--- src/rtl/stqu_pkg.sv ---
// stqu_pkg: shared types and constants for the smallest-three quaternion unpack unit
// depends on nothing; used by every module under rtl
`default_nettype none

package stqu_pkg;

    localparam int FIELD_W    = 14;
    localparam int SMALL_W    = 15;
    localparam int SQ_W       = 30;
    localparam int PROD_W     = 46;
    localparam int ACC_W      = 32;
    localparam int COMP_W     = 16;
    localparam int SQRT_CELLS = 16;

    localparam logic [30:0]        SQRT2_Q30    = 31'd1518500250;
    localparam logic [PROD_W-1:0]  ROUND_HALF   = PROD_W'(64'd1 << 29);
    localparam logic [SMALL_W-1:0] FIELD_OFFSET = 15'd16384;
    localparam logic [SQ_W-1:0]    UNIT_SQ      = 30'd536870912;
    localparam logic [ACC_W-1:0]   MAX_MAG      = 32'd32767;

    localparam logic [1:0] IDX_0 = 2'd0;
    localparam logic [1:0] IDX_1 = 2'd1;
    localparam logic [1:0] IDX_2 = 2'd2;
    localparam logic [1:0] IDX_3 = 2'd3;

    typedef struct packed {
        logic              sl;
        logic [1:0]        big;
        logic [COMP_W-1:0] qb;
        logic [COMP_W-1:0] qa;
        logic [COMP_W-1:0] qc;
    } side_t;

    typedef struct packed {
        logic [ACC_W-1:0] x;
        logic [ACC_W-1:0] res;
        side_t            side;
    } cell_t;

endpackage

`default_nettype wire

--- src/rtl/stqu_front.sv ---
// stqu_front: field decode, squares and sqrt2 scaling, sum of squares (three stages)
// depends on stqu_pkg
`default_nettype none

module stqu_front
    import stqu_pkg::*;
(
    input  wire logic        clk,
    input  wire logic        rst_n,
    input  wire logic        in_valid,
    output logic             in_ready,
    input  wire logic [15:0] word_a,
    input  wire logic [15:0] word_b,
    input  wire logic [15:0] word_c,
    output logic             dn_valid,
    input  wire logic        dn_ready,
    output cell_t            dn_data
);

    logic v1_reg, v2_reg, v3_reg;
    logic r1, r2, r3;

    // stage 1 payload
    logic [SMALL_W-1:0] na_reg, nb_reg, nc_reg;
    logic               sl1_reg;
    logic [1:0]         big1_reg;
    logic [SMALL_W-1:0] na_next, nb_next, nc_next;

    // stage 2 payload
    logic [SQ_W-1:0]    sqa_reg, sqb_reg, sqc_reg;
    logic [PROD_W-1:0]  pa_reg, pb_reg, pc_reg;
    logic               nega_reg, negb_reg, negc_reg;
    logic               sl2_reg;
    logic [1:0]         big2_reg;
    logic [SMALL_W-1:0] ma, mb, mc;

    // stage 3 payload
    cell_t              d3_reg;
    cell_t              d3_next;
    logic [SQ_W-1:0]    sum_sq;
    logic [SQ_W-1:0]    rest;
    logic [COMP_W-1:0]  qa_mag, qb_mag, qc_mag;
    logic [PROD_W-1:0]  ra, rb, rc;

    assign r3       = !v3_reg || dn_ready;
    assign r2       = !v2_reg || r3;
    assign r1       = !v1_reg || r2;
    assign in_ready = r1;
    assign dn_valid = v3_reg;
    assign dn_data  = d3_reg;

    function automatic logic [SMALL_W-1:0] form_small(input logic [FIELD_W-1:0] f,
                                                      input logic s);
        logic [SMALL_W-1:0] fe;
        fe = {1'b0, f};
        return s ? (SMALL_W'(0) - fe) : (fe - FIELD_OFFSET);
    endfunction

    function automatic logic [SMALL_W-1:0] mag_of(input logic [SMALL_W-1:0] n);
        return n[SMALL_W-1] ? (SMALL_W'(0) - n) : n;
    endfunction

    always_comb
    begin
        na_next = form_small(word_a[14:1], word_a[15]);
        nb_next = form_small(word_b[13:0], word_b[14]);
        nc_next = form_small(word_c[15:2], word_a[0]);
    end

    assign ma = mag_of(na_reg);
    assign mb = mag_of(nb_reg);
    assign mc = mag_of(nc_reg);

    always_comb
    begin
        sum_sq = sqa_reg + sqb_reg + sqc_reg;
        rest   = (sum_sq > UNIT_SQ) ? SQ_W'(0) : (UNIT_SQ - sum_sq);
        ra     = (pa_reg + ROUND_HALF) >> 30;
        rb     = (pb_reg + ROUND_HALF) >> 30;
        rc     = (pc_reg + ROUND_HALF) >> 30;
        qa_mag = ra[COMP_W-1:0];
        qb_mag = rb[COMP_W-1:0];
        qc_mag = rc[COMP_W-1:0];
        d3_next.x        = {1'b0, rest, 1'b0};
        d3_next.res      = ACC_W'(0);
        d3_next.side.sl  = sl2_reg;
        d3_next.side.big = big2_reg;
        d3_next.side.qa  = nega_reg ? (COMP_W'(0) - qa_mag) : qa_mag;
        d3_next.side.qb  = negb_reg ? (COMP_W'(0) - qb_mag) : qb_mag;
        d3_next.side.qc  = negc_reg ? (COMP_W'(0) - qc_mag) : qc_mag;
    end

    always_ff @(posedge clk or negedge rst_n)
    begin
        if (!rst_n)
        begin
            v1_reg <= 1'b0;
            v2_reg <= 1'b0;
            v3_reg <= 1'b0;
        end
        else
        begin
            if (r1) v1_reg <= in_valid;
            if (r2) v2_reg <= v1_reg;
            if (r3) v3_reg <= v2_reg;
        end
    end

    always_ff @(posedge clk)
    begin
        if (r1 && in_valid)
        begin
            na_reg   <= na_next;
            nb_reg   <= nb_next;
            nc_reg   <= nc_next;
            sl1_reg  <= word_b[15];
            big1_reg <= word_c[1:0];
        end
        if (r2 && v1_reg)
        begin
            sqa_reg  <= SQ_W'(ma) * SQ_W'(ma);
            sqb_reg  <= SQ_W'(mb) * SQ_W'(mb);
            sqc_reg  <= SQ_W'(mc) * SQ_W'(mc);
            pa_reg   <= PROD_W'(ma) * PROD_W'(SQRT2_Q30);
            pb_reg   <= PROD_W'(mb) * PROD_W'(SQRT2_Q30);
            pc_reg   <= PROD_W'(mc) * PROD_W'(SQRT2_Q30);
            nega_reg <= na_reg[SMALL_W-1];
            negb_reg <= nb_reg[SMALL_W-1];
            negc_reg <= nc_reg[SMALL_W-1];
            sl2_reg  <= sl1_reg;
            big2_reg <= big1_reg;
        end
        if (r3 && v2_reg)
        begin
            d3_reg <= d3_next;
        end
    end

endmodule

`default_nettype wire

--- src/rtl/stqu_sqrt_cell.sv ---
// stqu_sqrt_cell: one restoring square-root step for a fixed bit position, registered
// depends on stqu_pkg
`default_nettype none

module stqu_sqrt_cell
    import stqu_pkg::*;
#(
    parameter int BIT_POS = 30
)
(
    input  wire logic  clk,
    input  wire logic  rst_n,
    input  wire logic  up_valid,
    output logic       up_ready,
    input  wire cell_t up_data,
    output logic       dn_valid,
    input  wire logic  dn_ready,
    output cell_t      dn_data
);

    localparam logic [ACC_W-1:0] BIT = ACC_W'(64'd1 << BIT_POS);

    logic             v_reg;
    cell_t            d_reg;
    cell_t            d_next;
    logic [ACC_W-1:0] trial;

    assign up_ready = !v_reg || dn_ready;
    assign dn_valid = v_reg;
    assign dn_data  = d_reg;

    always_comb
    begin
        trial  = up_data.res + BIT;
        d_next = up_data;
        if (up_data.x >= trial)
        begin
            d_next.x   = up_data.x - trial;
            d_next.res = (up_data.res >> 1) + BIT;
        end
        else
        begin
            d_next.res = up_data.res >> 1;
        end
    end

    always_ff @(posedge clk or negedge rst_n)
    begin
        if (!rst_n)
            v_reg <= 1'b0;
        else if (up_ready)
            v_reg <= up_valid;
    end

    always_ff @(posedge clk)
    begin
        if (up_ready && up_valid)
            d_reg <= d_next;
    end

endmodule

`default_nettype wire

--- src/rtl/stqu_back.sv ---
// stqu_back: root rounding, saturation, sign and slot placement into the output register
// depends on stqu_pkg
`default_nettype none

module stqu_back
    import stqu_pkg::*;
(
    input  wire logic               clk,
    input  wire logic               rst_n,
    input  wire logic               up_valid,
    output logic                    up_ready,
    input  wire cell_t              up_data,
    output logic                    out_valid,
    input  wire logic               out_stall,
    output logic signed [COMP_W-1:0] comp0,
    output logic signed [COMP_W-1:0] comp1,
    output logic signed [COMP_W-1:0] comp2,
    output logic signed [COMP_W-1:0] comp3
);

    logic              v_reg;
    logic [COMP_W-1:0] c0_reg, c1_reg, c2_reg, c3_reg;
    logic [COMP_W-1:0] c0_next, c1_next, c2_next, c3_next;
    logic [ACC_W-1:0]  r_round;
    logic [ACC_W-1:0]  r_sat;
    logic [COMP_W-1:0] big_val;

    assign up_ready  = !v_reg || !out_stall;
    assign out_valid = v_reg;
    assign comp0     = c0_reg;
    assign comp1     = c1_reg;
    assign comp2     = c2_reg;
    assign comp3     = c3_reg;

    always_comb
    begin
        r_round = (up_data.x > up_data.res) ? (up_data.res + ACC_W'(1)) : up_data.res;
        r_sat   = (r_round > MAX_MAG) ? MAX_MAG : r_round;
        big_val = up_data.side.sl ? r_sat[COMP_W-1:0]
                                  : (COMP_W'(0) - r_sat[COMP_W-1:0]);
        c0_next = up_data.side.qb;
        c1_next = up_data.side.qa;
        c2_next = up_data.side.qc;
        c3_next = big_val;
        case (up_data.side.big)
            IDX_0:
            begin
                c0_next = big_val;
                c1_next = up_data.side.qb;
                c2_next = up_data.side.qa;
                c3_next = up_data.side.qc;
            end
            IDX_1:
            begin
                c0_next = up_data.side.qb;
                c1_next = big_val;
                c2_next = up_data.side.qa;
                c3_next = up_data.side.qc;
            end
            IDX_2:
            begin
                c0_next = up_data.side.qb;
                c1_next = up_data.side.qa;
                c2_next = big_val;
                c3_next = up_data.side.qc;
            end
            IDX_3:
            begin
                c0_next = up_data.side.qb;
                c1_next = up_data.side.qa;
                c2_next = up_data.side.qc;
                c3_next = big_val;
            end
            default:
            begin
                c0_next = up_data.side.qb;
                c1_next = up_data.side.qa;
                c2_next = up_data.side.qc;
                c3_next = big_val;
            end
        endcase
    end

    always_ff @(posedge clk or negedge rst_n)
    begin
        if (!rst_n)
            v_reg <= 1'b0;
        else if (up_ready)
            v_reg <= up_valid;
    end

    always_ff @(posedge clk)
    begin
        if (up_ready && up_valid)
        begin
            c0_reg <= c0_next;
            c1_reg <= c1_next;
            c2_reg <= c2_next;
            c3_reg <= c3_next;
        end
    end

endmodule

`default_nettype wire

--- src/rtl/smallest_three_quat_unpack_unit.sv ---
// smallest_three_quat_unpack_unit: top level, front stages, square-root cell chain, back stage
// depends on stqu_pkg, stqu_front, stqu_sqrt_cell, stqu_back
//
// Unpacks one 48-bit smallest-three rotation (word_a, word_b, word_c) per transaction into
// four Q1.15 quaternion components. A new transaction is accepted every cycle while in_stall
// is low. Each one passes 20 registers: three front stages (decode, squares and sqrt2
// scaling, sum of squares), a chain of 16 square-root cells retiring one root bit each, and
// the output register. Every stage has its own valid bit, so an output stall only holds back
// the stages that are already full.
`default_nettype none

module smallest_three_quat_unpack_unit
    import stqu_pkg::*;
(
    input  wire logic               clk,
    input  wire logic               rst_n,
    input  wire logic               in_valid,
    output logic                    in_stall,
    input  wire logic [15:0]        word_a,
    input  wire logic [15:0]        word_b,
    input  wire logic [15:0]        word_c,
    output logic                    out_valid,
    input  wire logic               out_stall,
    output logic signed [COMP_W-1:0] comp0,
    output logic signed [COMP_W-1:0] comp1,
    output logic signed [COMP_W-1:0] comp2,
    output logic signed [COMP_W-1:0] comp3
);

    logic  in_ready;
    logic  ch_valid [SQRT_CELLS+1];
    logic  ch_ready [SQRT_CELLS+1];
    cell_t ch_data  [SQRT_CELLS+1];

    assign in_stall = !in_ready;

    stqu_front u_front (
        .clk      (clk),
        .rst_n    (rst_n),
        .in_valid (in_valid),
        .in_ready (in_ready),
        .word_a   (word_a),
        .word_b   (word_b),
        .word_c   (word_c),
        .dn_valid (ch_valid[0]),
        .dn_ready (ch_ready[0]),
        .dn_data  (ch_data[0])
    );

    for (genvar i = 0; i < SQRT_CELLS; i++)
    begin : g_cell
        stqu_sqrt_cell #(
            .BIT_POS (2 * (SQRT_CELLS - 1 - i))
        ) u_cell (
            .clk      (clk),
            .rst_n    (rst_n),
            .up_valid (ch_valid[i]),
            .up_ready (ch_ready[i]),
            .up_data  (ch_data[i]),
            .dn_valid (ch_valid[i+1]),
            .dn_ready (ch_ready[i+1]),
            .dn_data  (ch_data[i+1])
        );
    end

    stqu_back u_back (
        .clk       (clk),
        .rst_n     (rst_n),
        .up_valid  (ch_valid[SQRT_CELLS]),
        .up_ready  (ch_ready[SQRT_CELLS]),
        .up_data   (ch_data[SQRT_CELLS]),
        .out_valid (out_valid),
        .out_stall (out_stall),
        .comp0     (comp0),
        .comp1     (comp1),
        .comp2     (comp2),
        .comp3     (comp3)
    );

    // no component ever reaches the most negative code
    a_no_min_code: assert property (@(posedge clk) disable iff (!rst_n)
        out_valid |-> (comp0 != 16'sh8000 && comp1 != 16'sh8000 &&
                       comp2 != 16'sh8000 && comp3 != 16'sh8000))
        else $error("component at most negative code");

    // input is held back only by a waiting output transaction
    a_stall_source: assert property (@(posedge clk) disable iff (!rst_n)
        in_stall |-> (out_valid && out_stall))
        else $error("input stalled without output backpressure");

    // one root bit per cell: the first cell result never exceeds one bit set
    a_first_cell: assert property (@(posedge clk) disable iff (!rst_n)
        ch_valid[1] |-> $onehot0(ch_data[1].res))
        else $error("first root cell holds more than one bit");

endmodule

`default_nettype wire
--- config.mk ---
export PLATFORM = sky130hd
export DESIGN_NAME = smallest_three_quat_unpack_unit
export DESIGN_NICKNAME = d
export VERILOG_FILES = /design/src/rtl/stqu_pkg.sv /design/src/rtl/stqu_front.sv /design/src/rtl/stqu_sqrt_cell.sv /design/src/rtl/stqu_back.sv /design/src/rtl/smallest_three_quat_unpack_unit.sv
export SDC_FILE = /design/constraint.sdc
export NUM_CORES = 2
export LEC_CHECK = 0
export BUFFER_PORTS_ARGS = -buffer_cell sky130_fd_sc_hd__buf_2
export CORE_ASPECT_RATIO = 0.75
export CORE_MARGIN = 5
export CORE_UTILIZATION = 70
export DETAILED_ROUTE_END_ITERATION = 16
export PLACE_DENSITY = 0.93
export RECOVER_POWER = 100
export SYNTH_ARGS = -nofsm -noshare
export SYNTH_HDL_FRONTEND = slang
export SYNTH_SLANG_ARGS = --single-unit
--- constraint.sdc ---
create_clock -name clk -period 17.3 [get_ports clk]
set_clock_uncertainty 0.05 [all_clocks]
set_input_delay 0.865 -clock clk [delete_from_list [all_inputs] [get_ports clk]]
set_output_delay 0.865 -clock clk [all_outputs]
set_load 0.05 [all_outputs]
; ---- Word level (Yosys, flattened, before mapping)
; Cells that the tools add are included.
[totals]
reg_bits = 2283
inputBits = 52
output_inout_bits = 66
wordCells = 384
[op_classes]
n_addsub = 66
n_mul = 6
n_lt_le_gt_ge = 19
eq_ne = 3
muxes = 48
n_reduce_logical = 67
[ops]
columns = operator, n
row1 = $mux 32, 16
row2 = $mux 31, 16
row3 = $ge 32x32->1, 15
row4 = $sub 32x32->32, 15
row5 = $add 46x30->46 const B, 3
row6 = $mul 15x30->45 const B, 3
row7 = $pmux 16 s3, 2
row8 = $mul 15x15->30, 3
row9 = $mux 15, 6
row10 = $mux 16, 5
row11 = $add 32x1->32 const B, 2
row12 = $pmux 16 s2, 2
row13 = $sub 1x16->16 const A, 4
row14 = $add 30x30->30, 2
row15 = $sub 1x14->15 const A, 3
row16 = $sub 1x15->15 const A, 3
row17 = $sub 14x15->15 const B, 3
row18 = $add 31x1->32 const B, 1
row19 = $add 31x11->32 const B, 1
row20 = $add 31x13->32 const B, 1
row21 = $add 31x15->32 const B, 1
row22 = $add 31x17->32 const B, 1
row23 = $add 31x19->32 const B, 1
row24 = $add 31x21->32 const B, 1
row25 = 37 further kinds, 99

; ---- Depth between registers and ports, before layout
[depth]
ltp_word = 22
mapped_depth = 33
mapped_depth_nobuf = 31

; ---- Hierarchy
; A second synthesis with hierarchy kept.
[unflattened]
cells_unflattened = 14524
area_unflattened_um2 = 158574.6
[modules_own_cells]
columns = module, n_inst, cells_per_inst, area_each_um2, seq_area_each_um2
row1 = stqu_front, 1, 5128, 51907.3, 8272.9
row2 = stqu_sqrt_cell (g_cell[14].u_cell), 1, 637, 6887.9, 3478.3
row3 = stqu_sqrt_cell (g_cell[15].u_cell), 1, 638, 6804.0, 3478.3
row4 = stqu_sqrt_cell (g_cell[13].u_cell), 1, 633, 6757.7, 3478.3
row5 = stqu_sqrt_cell (g_cell[10].u_cell), 1, 566, 6610.1, 3478.3
row6 = stqu_sqrt_cell (g_cell[12].u_cell), 1, 598, 6610.1, 3478.3
row7 = stqu_sqrt_cell (g_cell[11].u_cell), 1, 578, 6471.2, 3478.3
row8 = stqu_sqrt_cell (g_cell[9].u_cell), 1, 573, 6459.9, 3478.3
row9 = stqu_sqrt_cell (g_cell[7].u_cell), 1, 512, 6221.0, 3478.3
row10 = stqu_sqrt_cell (g_cell[8].u_cell), 1, 536, 6207.2, 3478.3
row11 = stqu_sqrt_cell (g_cell[3].u_cell), 1, 479, 6164.7, 3478.3
row12 = stqu_sqrt_cell (g_cell[6].u_cell), 1, 521, 6159.7, 3478.3
row13 = stqu_sqrt_cell (g_cell[2].u_cell), 1, 527, 6142.1, 3478.3
row14 = stqu_sqrt_cell (g_cell[4].u_cell), 1, 505, 6115.9, 3478.3
row15 = +5 rows, n/a, n/a, n/a, n/a

; ---- Worst setup path before layout
; No wires, ideal clock.
[synth_path]
path_type = input to register
start = in out_stall
end = reg g_cell[5].u_cell.d_reg, in the netlist g_cell[5].u_cell.dn_data[0], enable pin
setup_ps = 669
arrival_ps = 8015
required_ps = 16581
setup_slack_ps = 8566
stages = 6
path_buffers = 0
cell_sequence = nand4_1 inv_1 and3_1 and2_1 and3_1 a21boi_0
[synth_between]
elab_chain_len = 14
[synth_rtl]
columns = item, line_no
row1 = from (decl), smallest_three_quat_unpack_unit.sv:23  ; input wire logic out_stall,
row2 = $logic_not 1->1, stqu_back.sv:28  ; assign up_ready = !v_reg || !out_stall;
row3 = $logic_or 1x1->1, stqu_back.sv:28
row4 = $logic_or 1x1->1 (11 in series), stqu_sqrt_cell.sv:28  ; assign up_ready = !v_reg || dn_ready;
row5 = $logic_and 1x1->1, stqu_sqrt_cell.sv:57  ; if (up_ready && up_valid)
row6 = to (signal assigned), stqu_sqrt_cell.sv:58  ; d_reg <= d_next;
row7 = to (decl), stqu_sqrt_cell.sv:24  ; cell_t d_reg;
; Every way passes these cells.
; A chain may end at the register's enable or synchronous reset.

; ---- Final worst setup path
[layout_path]
start = reg u_front.nb_reg[0]
end = reg u_front.sqb_reg[24], data pin
[layout_between]
elab_chain_len = 3
[layout_rtl]
columns = item, line_no
row1 = from (decl), stqu_front.sv:24  ; logic [SMALL_W-1:0] na_reg, nb_reg, nc_reg;
row2 = from (signal assigned), stqu_front.sv:114  ; nb_reg <= nb_next;
row3 = $sub 1x15->15, stqu_front.sv:60  ; return n[SMALL_W-1] ? (SMALL_W'(0) - n) : n;
row4 = $mux 15 (*), stqu_front.sv:60
row5 = $mul 15x15->30 (*), stqu_front.sv:122  ; sqb_reg <= SQ_W'(mb) * SQ_W'(mb);
row6 = to (signal assigned), stqu_front.sv:122
row7 = to (decl), stqu_front.sv:30  ; logic [SQ_W-1:0] sqa_reg, sqb_reg, sqc_reg;
; Mark *: on every way between the ends. The rest lies on a longest branch, timed or not.

==> out/qor.txt <==
max cap viols - 42
largest net degree at the start of global routing - 85
syn avg cell area - 12.7 sq um
Vias/cell - 6.45
asr flop ratio synth - 1.11%
mapped cell area - 110,000 sq um
Final setup viols - 0
crit-path most repeated cell - inv_1
# nets final - 10,800
sequential fraction of the synthesis area - 49.1%
CTS H-tree lvls - 4
Synth Flop Type - edfxtp_1
kind of critical path - flip-flop to flip-flop
CP startpoint kind - flip-flop
total CTS buffers - 158
outcome - finished with violations
IO Pins - 118
R2R depth - 29
post-synth top area cell - edfxtp_1
metal2 WL - 132 mm
GR Overflow Total - 0
r2r setup slk - 6470 ps
clock transition at the registers of the reported paths - 70 ps
count of cell types in the netlist - 86
clock period minus worst slack - 10,830 ps
Hold Startpoint - word_b[15]
Post-CTS Setup Bufs - 0
first-pass GRT wire length - 444 mm
Critical Path AT - 11,330 ps
initial antenna violation count - 18
HPWL after DPL - 195 mm
highest routed layer - met5
Area Overhead vs Synth - 7.81%
top area cells in the synthesized netlist - edfxtp_1 (49%), fa_1 (15%), ha_1 (12%)
initial core utilization - 70.2%
die area - 166,000 sq um
clock sink count - 1,806
Fin Setup TNS - 0 ps
Slew Limit Fails - 1,931
met3 routed wirelength - 35.3 mm
worst hold stages - 1
max frequency - 92.4 MHz
Hold Path Class - input port to flip-flop
FF+latch count, synth - 1,806
Worst Tran Pin Value - 4820 ps
GRT Total Usage - 35.1%
vias in the first global route - 75,800
Routability Congestion - 0.992
failing checks - capacitance limit, slew limit
final core occ - 75.7%
Max Buffers Root-to-Sink - 3
WL met1 - 99.1 mm
final hold vios - 0
r2r startpoint - u_front.nb_reg[0]
post-CTS sizing - 0
Worst path max stage delay - 950 ps
Yosys Warn Count - 0
Core ar. - 157,000 sq um
crit-path max FO - 17
Max-slew headroom - -221%
initial drt markers - 9,921
overall routed net length - 286 mm
post-route clock period utilization - 62.6%
clk_lat worst skew - 850 ps
Pre-antenna DRT Iters - 15
die height - 354 um
Post-synth EDFFs - 1,786
Root Buffer - clkbuf_16
layout cell share with drive strength beyond 1 - 4.53%
WHS Endpoint - u_front.sl1_reg
RSZ-0062 raised after global routing - false
r2r endpoint - u_front.sqb_reg[24]
Die X - 468 um
CTS tree - yes
residual DRC count - 0
hold_ws - 171 ps
Largest register FFs - 1,449
via count - 72,100
Hold Buf Count CTS - 0
WL per Instance - 25.6 um
CP endpoint kind - flip-flop
CP max-delay cell - clkbuf_1
Yosys top cell area share - 48.7%
post-synthesis cell count - 8,650
post-route ant nets - 0
data required time of the worst path - 17,810 ps
row cnt - 126
port bufs - 117
-- synth_stat cells (10+ instances only) --
library cell  instances
a31oi_1              21
o21a_1               51
nand4_1              74
o21ai_0             271
or2_2                40
nor4b_1              24
a211oi_1             31
a2111oi_0            10
inv_1              1455
nor3_1              115
clkinv_1             10
dfrtp_1              20
or3_1                51
or4_1                17
nand3b_1             14
and2_1               38
nor2b_1              61
nand3_1             126
nor2_4               12
fa_1                813
a21boi_0             33
nand2_1             526
xnor2_1             383
o211ai_1             21
xor2_1              198
clkbuf_1             81
and4_1               13
mux2i_1              21
nor3b_1              11
and3_1               43
nor4_1               89
nor2_1              424
a41oi_1              10
mux2_2               36
nand2b_1             83
o31ai_1              69
a21o_1              115
a211o_1              12
o21bai_1             30
edfxtp_1           1786
ha_1               1035
a21oi_1             242
o41ai_1              16
-- how the worst max path moves through the flow --
stage / start / slack, ps / cells after the start / to
floorplan: out_stall / 8570 / 6 / g_cell[5].u_cell.dn_data[0]
global placement: u_front.nc_reg[0] / 7130 / 24 / u_front.pc_reg[45]
detailed placement: u_front.nc_reg[0] / 6870 / 24 / u_front.pc_reg[45]
CTS: u_front.nc_reg[0] / 6840 / 24 / u_front.pc_reg[45]
global route: u_front.nc_reg[0] / 6140 / 29 / u_front.pc_reg[45]
finish: u_front.nb_reg[0] / 6470 / 29 / u_front.sqb_reg[24]
-- layout make-up --
class                   instances  area, sq um
flip-flops and latches       1806        54100
multi-input cells            5314        50300
fillers                      8643        38100
inverters                    1466         5500
clock buffers                 198         4130
well taps                    2112         2640
clock inverters                95         1180
repair buffers                190          906
diodes                          5         12.5
-- cell usage in the layout (no fill, tap or decap), types with 51 or more instances in the layout --
cell	n
nand2b_1	83
nand3_1	126
o21ai_0	274
fa_1	813
xor2_1	197
nand2_1	526
xnor2_1	380
nor2b_1	61
o31ai_1	69
inv_1	1455
clkbuf_16	159
a21o_1	115
nor4_1	88
edfxtp_1	1786
clkbuf_1	151
or3_1	51
ha_1	1035
o21a_1	51
a21oi_1	242
nor3_1	115
nand4_1	74
nor2_1	426
-- cell families after synthesis --
group                    after synthesis  share of synthesized area [%]
AO/OA/AOI/OAI                       1009                           5.84
XOR/XNOR                             581                           4.62
adder cells (fa/ha/maj)             1848                           26.5
buffers and inverters               1557                           5.34
flip-flops                          1806                           49.1
multiplexers                          57                          0.559
other                                  2                        0.00682
AND/OR/NAND/NOR                     1790                           7.99
-- worst max-delay path, delay by kind of cell, from the launching register on --
kind	cells	cell delay, ps
AOI/OAI and AO/OA	9	2790
adders and majority gates	8	3260
and+or+nand+nor	3	840
buffers and inverters	7	2460
DFF	1	870
xor gates and xnor gates	2	250
-- per-layer routing --
metal	vias up	global-route usage, %
met1	34800	44.5
li1	30300	-
met5	-	0
met3	1482	11.0
met4	20	17.4
met2	5518	55.5
-- through the flow --
stage	worst slack [ps]	std cells	area (sq um)
5_1_grt	6140	11200	119000
3_5_place_dp	6870	10900	114000
3_3_place_gp	7130	10900	114000
4_1_cts	6840	11200	119000
6_report	6470	11200	119000
2_1_floorplan	8570	8677	110000
Power is not shown: default switching activity piles up to over one toggle a cycle in this logic, so the estimate is an artifact.
